===== src/rtl/multichannel_adc_window_averager_assert.svh =====
// ----------------------------------------------------------------------------
// Multichannel ADC window averager assertion macros
// Concurrent assertion wrappers clocked on clk and disabled during reset.
// ----------------------------------------------------------------------------
`ifndef MULTICHANNEL_ADC_WINDOW_AVERAGER_ASSERT_SVH
`define MULTICHANNEL_ADC_WINDOW_AVERAGER_ASSERT_SVH
`ifndef ASSERT_OFF
`define MCAW_ASSERT(lbl, prop, msg) lbl: assert property (@(posedge clk) \
	disable iff (!arst_n) prop) else $error(msg);
`define MCAW_NEVER(lbl, expr, msg) lbl: assert property (@(posedge clk) \
	disable iff (!arst_n) !(expr)) else $error(msg);
`else
`define MCAW_ASSERT(lbl, prop, msg)
`define MCAW_NEVER(lbl, expr, msg)
`endif
`endif


===== src/rtl/mcaw_pkg.sv =====
// ----------------------------------------------------------------------------
// Multichannel ADC window averager package
// Field widths, default sizes and the analogue input select codes.
// ----------------------------------------------------------------------------
`timescale 1ns / 1ps
`default_nettype none

package mcaw_pkg;

	localparam int SAMPLE_W         = 10;
	localparam int CHANNEL_W        = 2;
	localparam int SELECT_W         = 3;
	localparam int CH_CODE_W        = 3;
	localparam int DEF_CHANNELS     = 3;
	localparam int DEF_WINDOW_DEPTH = 32;

	localparam logic [SELECT_W-1:0] SEL_CH0  = 3'h6;
	localparam logic [SELECT_W-1:0] SEL_CH1  = 3'h4;
	localparam logic [SELECT_W-1:0] SEL_CH2  = 3'h2;
	localparam logic [SELECT_W-1:0] SEL_NONE = 3'h0;

	function automatic logic [SELECT_W-1:0] select_code(input logic [CH_CODE_W-1:0] ch);
		logic [SELECT_W-1:0] code;
		case (ch)
			3'd0: code = SEL_CH0;
			3'd1: code = SEL_CH1;
			3'd2: code = SEL_CH2;
			default: code = SEL_NONE;
		endcase
		return code;
	endfunction

endpackage

`default_nettype wire


===== src/rtl/multichannel_adc_window_averager.sv =====
// ----------------------------------------------------------------------------
// Multichannel ADC window averager
// Throughput: one item per cycle unless result_ready holds the output back;
// the window memory is read on acceptance and written when the item leaves
// stage one, always at a different entry.
// Reset clears counters, sums, held averages and valid flags at once; the
// window memory needs no clearing pass as first-pass reads are discarded.
// ----------------------------------------------------------------------------
`timescale 1ns / 1ps
`default_nettype none

`include "multichannel_adc_window_averager_assert.svh"

module multichannel_adc_window_averager #(
	parameter int CHANNELS     = mcaw_pkg::DEF_CHANNELS,
	parameter int WINDOW_DEPTH = mcaw_pkg::DEF_WINDOW_DEPTH
) (
	input  wire logic                          clk,
	input  wire logic                          arst_n,
	input  wire logic                          sample_valid,
	output logic                               sample_ready,
	input  wire logic [mcaw_pkg::SAMPLE_W-1:0] sample,
	output logic                               result_valid,
	input  wire logic                          result_ready,
	output logic [mcaw_pkg::CHANNEL_W-1:0]     channel,
	output logic [mcaw_pkg::SAMPLE_W-1:0]      average,
	output logic                               refreshed,
	output logic                               window_ready,
	output logic [mcaw_pkg::SELECT_W-1:0]      next_select
);

	import mcaw_pkg::*;

	localparam int CH_W     = (CHANNELS > 1) ? $clog2(CHANNELS) : 1;
	localparam int SLOT_W   = $clog2(WINDOW_DEPTH);
	localparam int ENTRIES  = CHANNELS * WINDOW_DEPTH;
	localparam int ADDR_W   = $clog2(ENTRIES);
	localparam int SUM_W    = SAMPLE_W + $clog2(WINDOW_DEPTH);
	localparam int RECIP_SH = SUM_W + $clog2(WINDOW_DEPTH);
	localparam int PROD_W   = 2 * SUM_W + 2;
	localparam longint unsigned RECIP_M =
		((longint'(1) << RECIP_SH) + longint'(WINDOW_DEPTH) - 1) / longint'(WINDOW_DEPTH);

	logic [SAMPLE_W-1:0] window_mem [ENTRIES];

	logic [CH_W-1:0]     ch_q;
	logic [SLOT_W-1:0]   slot_q;
	logic                filled_q;
	logic [ADDR_W-1:0]   addr_q;

	logic [SUM_W-1:0]    sums_q [CHANNELS];
	logic [SAMPLE_W-1:0] held_q [CHANNELS];

	logic                valid_s1;
	logic [SAMPLE_W-1:0] sample_s1;
	logic [SAMPLE_W-1:0] rdata_s1;
	logic [CH_W-1:0]     ch_s1;
	logic [SLOT_W-1:0]   slot_s1;
	logic                filled_s1;
	logic                filled_nx_s1;
	logic [ADDR_W-1:0]   addr_s1;
	logic [SELECT_W-1:0] select_s1;

	logic                result_valid_q;
	logic [CHANNEL_W-1:0] channel_q;
	logic [SAMPLE_W-1:0] average_q;
	logic                refreshed_q;
	logic                window_ready_q;
	logic [SELECT_W-1:0] next_select_q;

	logic                accept;
	logic                move;
	logic                last_ch;
	logic                last_slot;
	logic [CH_W-1:0]     ch_nx;
	logic [SLOT_W-1:0]   slot_nx;
	logic                filled_nx;
	logic [ADDR_W-1:0]   addr_nx;

	logic [SAMPLE_W-1:0] old_sample;
	logic [SUM_W-1:0]    new_sum;
	logic [PROD_W-1:0]   product;
	logic                on_grid;
	logic [SAMPLE_W-1:0] new_avg;
	logic                new_refresh;

	assign move         = valid_s1 && (!result_valid_q || result_ready);
	assign sample_ready = !valid_s1 || move;
	assign accept       = sample_valid && sample_ready;

	assign last_ch   = (ch_q == CH_W'(CHANNELS - 1));
	assign last_slot = (slot_q == SLOT_W'(WINDOW_DEPTH - 1));
	assign ch_nx     = last_ch ? '0 : ch_q + 1'b1;
	assign slot_nx   = !last_ch ? slot_q : (last_slot ? '0 : slot_q + 1'b1);
	assign filled_nx = filled_q || (last_ch && last_slot);
	assign addr_nx   = (addr_q == ADDR_W'(ENTRIES - 1)) ? '0 : addr_q + 1'b1;

	always_ff @(posedge clk or negedge arst_n) begin
		if (!arst_n) begin
			ch_q     <= '0;
			slot_q   <= '0;
			filled_q <= 1'b0;
			addr_q   <= '0;
		end else if (accept) begin
			ch_q     <= ch_nx;
			slot_q   <= slot_nx;
			filled_q <= filled_nx;
			addr_q   <= addr_nx;
		end
	end

	always_ff @(posedge clk) begin
		if (move) begin
			window_mem[addr_s1] <= sample_s1;
		end
		if (accept) begin
			rdata_s1 <= window_mem[addr_q];
		end
	end

	always_ff @(posedge clk or negedge arst_n) begin
		if (!arst_n) begin
			valid_s1 <= 1'b0;
		end else if (sample_ready) begin
			valid_s1 <= sample_valid;
		end
	end

	always_ff @(posedge clk) begin
		if (accept) begin
			sample_s1    <= sample;
			ch_s1        <= ch_q;
			slot_s1      <= slot_q;
			filled_s1    <= filled_q;
			filled_nx_s1 <= filled_nx;
			addr_s1      <= addr_q;
			select_s1    <= select_code(CH_CODE_W'(ch_nx));
		end
	end

	// Entries are first written during the fill pass, so until then the memory
	// read is ignored and zero is taken as the overwritten value.
	assign old_sample  = filled_s1 ? rdata_s1 : '0;
	assign new_sum     = sums_q[ch_s1] - SUM_W'(old_sample) + SUM_W'(sample_s1);
	assign product     = PROD_W'(new_sum) * PROD_W'(RECIP_M);
	assign on_grid     = ((slot_s1 & SLOT_W'(3)) == '0);
	assign new_refresh = !filled_s1 || on_grid;

	always_comb begin
		if (!filled_s1) begin
			new_avg = sample_s1;
		end else if (on_grid) begin
			new_avg = product[RECIP_SH +: SAMPLE_W];
		end else begin
			new_avg = held_q[ch_s1];
		end
	end

	always_ff @(posedge clk or negedge arst_n) begin
		if (!arst_n) begin
			for (int i = 0; i < CHANNELS; i++) begin
				sums_q[i] <= '0;
				held_q[i] <= '0;
			end
		end else if (move) begin
			sums_q[ch_s1] <= new_sum;
			held_q[ch_s1] <= new_avg;
		end
	end

	always_ff @(posedge clk or negedge arst_n) begin
		if (!arst_n) begin
			result_valid_q <= 1'b0;
		end else if (move) begin
			result_valid_q <= 1'b1;
		end else if (result_ready) begin
			result_valid_q <= 1'b0;
		end
	end

	always_ff @(posedge clk) begin
		if (move) begin
			channel_q      <= CHANNEL_W'(ch_s1);
			average_q      <= new_avg;
			refreshed_q    <= new_refresh;
			window_ready_q <= filled_nx_s1;
			next_select_q  <= select_s1;
		end
	end

	assign result_valid = result_valid_q;
	assign channel      = channel_q;
	assign average      = average_q;
	assign refreshed    = refreshed_q;
	assign window_ready = window_ready_q;
	assign next_select  = next_select_q;

	`MCAW_NEVER(a_no_rw_clash, accept && move && (addr_q == addr_s1), "read and write hit one entry")
	`MCAW_ASSERT(a_fill_refresh, move && !filled_s1 |=> refreshed_q, "fill-phase item not refreshed")
	`MCAW_ASSERT(a_accept_loads, accept |=> valid_s1, "accepted item lost before stage one")
	`MCAW_ASSERT(a_ch_range, 1'b1 |-> (ch_q <= CH_W'(CHANNELS - 1)), "channel counter out of range")

endmodule

`default_nettype wire

===== config.mk =====
export PLATFORM = sky130hd
export DESIGN_NAME = multichannel_adc_window_averager
export DESIGN_NICKNAME = d
export VERILOG_FILES = /design/src/rtl/mcaw_pkg.sv /design/src/rtl/multichannel_adc_window_averager.sv
export VERILOG_INCLUDE_DIRS = /design/src /design/src/rtl
export SDC_FILE = /design/constraint.sdc
export NUM_CORES = 1
export LEC_CHECK = 0
export ABC_AREA = 1
export BUFFER_PORTS_ARGS = -buffer_cell sky130_fd_sc_hd__buf_2
export CORE_MARGIN = 2
export CORE_UTILIZATION = 40
export DETAILED_ROUTE_END_ITERATION = 16
export PLACE_DENSITY_LB_ADDON = 0.1
export RECOVER_POWER = 25
export SLEW_MARGIN = 20
export SYNTH_ARGS = -nofsm -noshare
export SYNTH_HDL_FRONTEND = slang
export SYNTH_SLANG_ARGS = --single-unit

===== constraint.sdc =====
create_clock -name clk -period 3.6 [get_ports clk]
set_clock_uncertainty 0.05 [all_clocks]
set_input_delay 1.08 -clock clk [delete_from_list [all_inputs] [get_ports clk]]
set_output_delay 1.08 -clock clk [all_outputs]
set_load 0.05 [all_outputs]

* Yosys cells after proc, flatten, opt, wreduce, memory -nomap -nowiden
Memory sizes are Yosys's and may differ from the RTL's. A register that Yosys moved wholly into a read port is not among the register bits.
Cells that the tools add are included.
W data, S select, Z words.
** Storage, ports and cells
- Register bits :: 135
- RAM bits :: 960
- Input port bits :: 14
- Output and inout bits :: 19
- Logic and storage cells :: 76
- Memories kept :: 1
** Memory list
- window_mem :: words 96, bits a word 10, rd ports 1, clocked after Yosys merged registers in 1, wr ports 1, RTL line multichannel_adc_window_averager.sv:44 : logic [SAMPLE_W-1:0] window_mem [ENTRIES];
** Cells by class
- Add/sub/neg operators :: 5
- Magnitude comparators :: 2
- Eq/ne operators :: 5
- Muxes and demuxes :: 23
- Bitwise operators :: 1
- Reduce and logical (&&, ||, !) cells :: 15
** Operator list (count)
- $mux W10 :: 6
- $bwmux W45 :: 1
- $mux W15 :: 3
- $bmux W15 S2 :: 1
- $bwmux W30 :: 1
- $demux W15 S2 :: 1
- $bmux W10 S2 :: 1
- $demux W10 S2 :: 1
- $add A15 B10 Y15 :: 1
- $sub A15 B10 Y15 :: 1
- $pmux W3 S3 :: 1
- $add A7 B1 Y7 const B :: 1
- $eq A7 B7 Y1 const B :: 1
- $mux W7 :: 1
- $add A5 B1 Y5 const B :: 1
- $eq A5 B5 Y1 const B :: 1
- $logic_not A5 Y1 :: 1
- $mux W5 :: 1
- $eq A2 B2 Y1 const B :: 2
- $logic_and A1 B1 Y1 :: 4
- $logic_or A1 B1 Y1 :: 4
- $mux W1 :: 4
- $ge A3 B3 Y1 const B :: 1
- $logic_not A1 Y1 :: 3
- other kinds (8) :: 8

* Depth between registers and ports, before layout
- Depth after elaboration :: 9
- Gate-level depth with buffers :: 22
- Mapped depth without buffers :: 20

* Least setup slack after synthesis
No wires, ideal clock.
- Kind :: register to register
- Start point :: reg sample_s1[1]
- End point :: reg average_q[3] (netlist: average[3]), data pin
- Library setup time :: 0.272 ns
- Arrival :: 3.435 ns
- Data required time :: 3.278 ns
- Path slack :: -0.157 ns
- Stages on the path, launching flop included :: 12
- Buffers on the path :: 0
- Period minus slack after synthesis :: 3.757 ns
- Cells stage by stage :: edfxtp_1 inv_1 fa_1 inv_1 fa_1 nand2_1 a21oi_1 a21oi_1 xor2_1 nand2_1 nand2_1 nand2_1
** Between the ends
- Cells in the longest elaborated chain, start to end :: 3
** RTL lines
- start: declaration :: RTL line multichannel_adc_window_averager.sv:55 : logic [SAMPLE_W-1:0] sample_s1;
- start signal: assignment :: RTL line multichannel_adc_window_averager.sv:131 : sample_s1 <= sample;
- $add A15 B10 Y15 :: RTL line multichannel_adc_window_averager.sv:144 : assign new_sum = sums_q[ch_s1] - SUM_W'(old_sample) + SUM_W'(sample_s1);
- $mux W10 :: RTL line multichannel_adc_window_averager.sv:152 : end else if (on_grid) begin
- $mux W10 :: RTL line multichannel_adc_window_averager.sv:150 : if (!filled_s1) begin
- via new_avg[3] :: RTL line multichannel_adc_window_averager.sv:84 : logic [SAMPLE_W-1:0] new_avg;
- end signal: assignment :: RTL line multichannel_adc_window_averager.sv:184 : average_q <= new_avg;
- end: declaration :: RTL line multichannel_adc_window_averager.sv:66 : logic [SAMPLE_W-1:0] average_q;
The timed path passes the listed nets, and every way through them passes these cells.
A chain may end at the register's enable or synchronous reset.

==> results.sh <==
export IMPL_outcome="finished with violations"
export IMPL_violations="capacitance limit, slew limit"
export IMPL_cts_sinks=1103
export IMPL_worstSetupPathType="register to register"
export IMPL_synth_distinct_cells=41
export IMPL_holdWs_ns=0.375
export IMPL_ant_nets=0
export IMPL_synthAdderAreaFrac=0.00905
export IMPL_period_needed_ns=3.44
export IMPL_worstPathMaxFanout=48
export IMPL_final_cell_mix="nand2_1, edfxtp_1, nor2_1"
export IMPL_peakVddDrop_v=0.000522
export IMPL_drtPass1Iterations=5
export IMPL_drtIter0Drc=2631
export IMPL_dp_cells=5848
export IMPL_gp_congestion=0.856
export IMPL_finalCritPeriodShare=0.957
export IMPL_synth_xor_area_frac=0.00149
export IMPL_synth_seq_cells=1103
export IMPL_cts_hold_buf=0
export IMPL_p_leak_nw=20.6
export IMPL_critical_path_endpoint_type="register"
export IMPL_worstHoldPathType="register to register"
export IMPL_fp_dieW_um=347
export IMPL_cp_required_ns=3.98
export IMPL_met2_usage=0.343
export IMPL_clock_latency_ns=0.71
export IMPL_avgSynthCellArea_sq_um=10.9
export IMPL_met3_usage=0.0274
export IMPL_final_cells=6077
export IMPL_final_common_cell="nand2_1"
export IMPL_ys_seq_area_frac=0.695
export IMPL_grt_start_max_net_pins=104
export IMPL_syn_nets=4344
export IMPL_place_hpwl_mm=75.8
export IMPL_setup_viol=0
export IMPL_synth_top_family_by_area="simple AND/OR/NAND/NOR gates"
export IMPL_maxSlewHeadroom=-0.573
export IMPL_htree_levels=3
export IMPL_overflow=0
export IMPL_clkPwrFrac=0.282
export IMPL_grt_pass1_vias=30000
export IMPL_ys_warn_count=0
export IMPL_startpoint_type="register"
export IMPL_p_int_w=0.0256
export IMPL_grt_pass1_wl_mm=196
export IMPL_num_vias=30800
export IMPL_swShare=0.374
export IMPL_die_area_sq_um=120000
export IMPL_muxShareOfSynthArea=0
export IMPL_comb_power_share=0.341
export IMPL_max_slew_worst_pin_slew_ns=2.36
export IMPL_power_density_nw_per_um2=768
export IMPL_grt_use_total=0.215
export IMPL_vias_per_cell=5.06
export IMPL_synth_flop_cell="edfxtp_1"
export IMPL_arrival_ns=3.83
export IMPL_fin_nets=4493
export IMPL_critPathLaunch="addr_q[2]"
export IMPL_finalWirelength_mm=130
export IMPL_maxSlewViolCount=330
export IMPL_synthArstFlopShare=0.0834
export IMPL_setup_slack_ns=0.156
export IMPL_cts_buffers=120
export IMPL_path_clk_slew_ns=0.06
export IMPL_use_met1=0.312
export IMPL_num_rows=125
export IMPL_seqPwrFrac=0.377
export IMPL_r2r_start="addr_q[2]"
export IMPL_worstHoldStart="select_s1[2]"
export IMPL_root_buffer="clkbuf_16"
export IMPL_pre_cts_ws_ns=0.148
export IMPL_fmax_ghz=0.290
export IMPL_fp_coreArea_sq_um=116000
export IMPL_hold_viol=0
export IMPL_syn_instance_count=4302
export IMPL_post_drt_wl_per_cell_um=21.3
export IMPL_synth_compound_area_frac=0.0581
export IMPL_synth_edf_count=1011
export IMPL_die_h_um=347
export IMPL_max_cap_violations=8
export IMPL_synth_simple_area_share=0.179
export IMPL_antenna_cells=0
export IMPL_drcViolationCount=0
export IMPL_io_buffers=31
export IMPL_busiest_layer="met2"
export IMPL_initial_utilization=0.404
export IMPL_syn_cell_area_sq_um=47000
export IMPL_clockBufferDepth=3
export IMPL_antenna_found_initial=1
export IMPL_fill_cells=10900
export IMPL_rsz0062_at_grt="no"
export IMPL_p_sw_w=0.0153
export IMPL_syn2layout_area_growth_pct=13.3
export IMPL_layout_drive_gt1_share=0.0931
export IMPL_ios=33
export IMPL_cts_tree="built"
## state kept, by name (all words and copies together) (netlist names), 7 cells and up
register and cells:
held_q 30, rdata_s1 10, addr_q 7, window_mem 960
addr_s1 7, sums_q 45, sample_s1 10, average 10
## cell families after synthesis
kind of cell               count (synthesis)
DFF                                     1103
adders and majority gates                 28
and+or+nand+nor                         2102
buffers and inverters                    568
xor gates and xnor gates                   8
other                                      1
AOI/OAI and AO/OA                        492
## power by group through the flow
stage / sequential [W] / combinational, W / clock [W]
6_report: 0.0154 / 0.0139 / 0.0115
5_1_grt: 0.0155 / 0.0156 / 0.0123
3_3_place_gp: 0.0157 / 0.0140 / 0
3_5_place_dp: 0.0157 / 0.0140 / 0
2_1_floorplan: 0.0157 / 0.00910 / 0
4_1_cts: 0.0154 / 0.0141 / 0.0118
## repair_timing
item	in CTS	in global routing
endpoints found under the hold margin	0	0
resized for setup	0	5
buffers inserted	0	3
endpoints found under the setup margin	0	53
## per-layer routing
layer  vias up  part of all wire
met3       192             0.046
met2       689              0.46
met4         0             0.025
met1     15000              0.46
met5         -                 0
li1      14900                 -
## stage by stage
stage	setup TNS [ns]	power (W)	instance area, sq um	utilization
2_1_floorplan	-0.0252	0.0248	47000	-
3_3_place_gp	0	0.0297	49600	0.426
3_5_place_dp	0	0.0297	49600	0.426
4_1_cts	0	0.0413	53300	0.458
5_1_grt	0	0.0434	53200	0.457
6_report	0	0.0409	53200	0.457
## worst paths after layout
| check | cells past startpoint | slack (ns) | to |
|---|---|---|---|
| worst max-delay path | 8 | 0.16 | rdata_s1[4] |
| worst min-delay path | 0 | 0.38 | next_select[2] |
| worst max register to register | 8 | 0.16 | rdata_s1[4] |
| worst min register to register | 0 | 0.38 | next_select[2] |
| max in group asynchronous | 2 | 1.12 | held_q[3] |
| min in group asynchronous | 1 | 0.81 | held_q[16] |
## final cells by class
type                            count  area, sq um  share of cell area
Clock inverter                     52          385             0.00724
Timing Repair Buffer              247         1990              0.0373
Inverter                          347         1330              0.0249
Timing Repair inverter              1         7.51            0.000141
Tap cell                         1524         1910              0.0358
Sequential cell                  1103        32700               0.614
Clock buffer                      172         3250              0.0611
Multi-Input combinational cell   2631        11700               0.220
## worst max-delay path, stage by stage, from the launching register on
cell and delay [ns]:
dfrtp_2 0.43, clkbuf_2 0.91, inv_2 0.27, buf_4 0.35, o211ai_1 0.18, nand3_1 0.22, nand4_1 0.23, nand3_1 0.32
nand2_1 0.16
## synth_stat cells, types with 7 or more instances
cell type  number  share of area
nand2_1      1180          0.094
edfxtp_1     1011           0.65
nor2_1        527          0.042
nand3_1       344          0.037
inv_1         339          0.027
o21ai_0       287          0.031
dfrtp_1        92          0.049
buf_2          68         0.0072
clkbuf_1       56         0.0045
a21oi_1        52         0.0055
buf_4          48         0.0077
o21ai_1        44         0.0047
o211ai_1       41         0.0065
buf_6          34         0.0081
o22ai_1        33         0.0044
ha_1           18         0.0048
nor3_1         14         0.0015
buf_1          13         0.0010
nand4_1        11         0.0015
fa_1           10         0.0043
a31oi_1         9         0.0012
and2_1          8         0.0011
o221ai_1        8         0.0015
a22o_1          7         0.0013
Note: power is estimated with default switching activity, not from simulation.
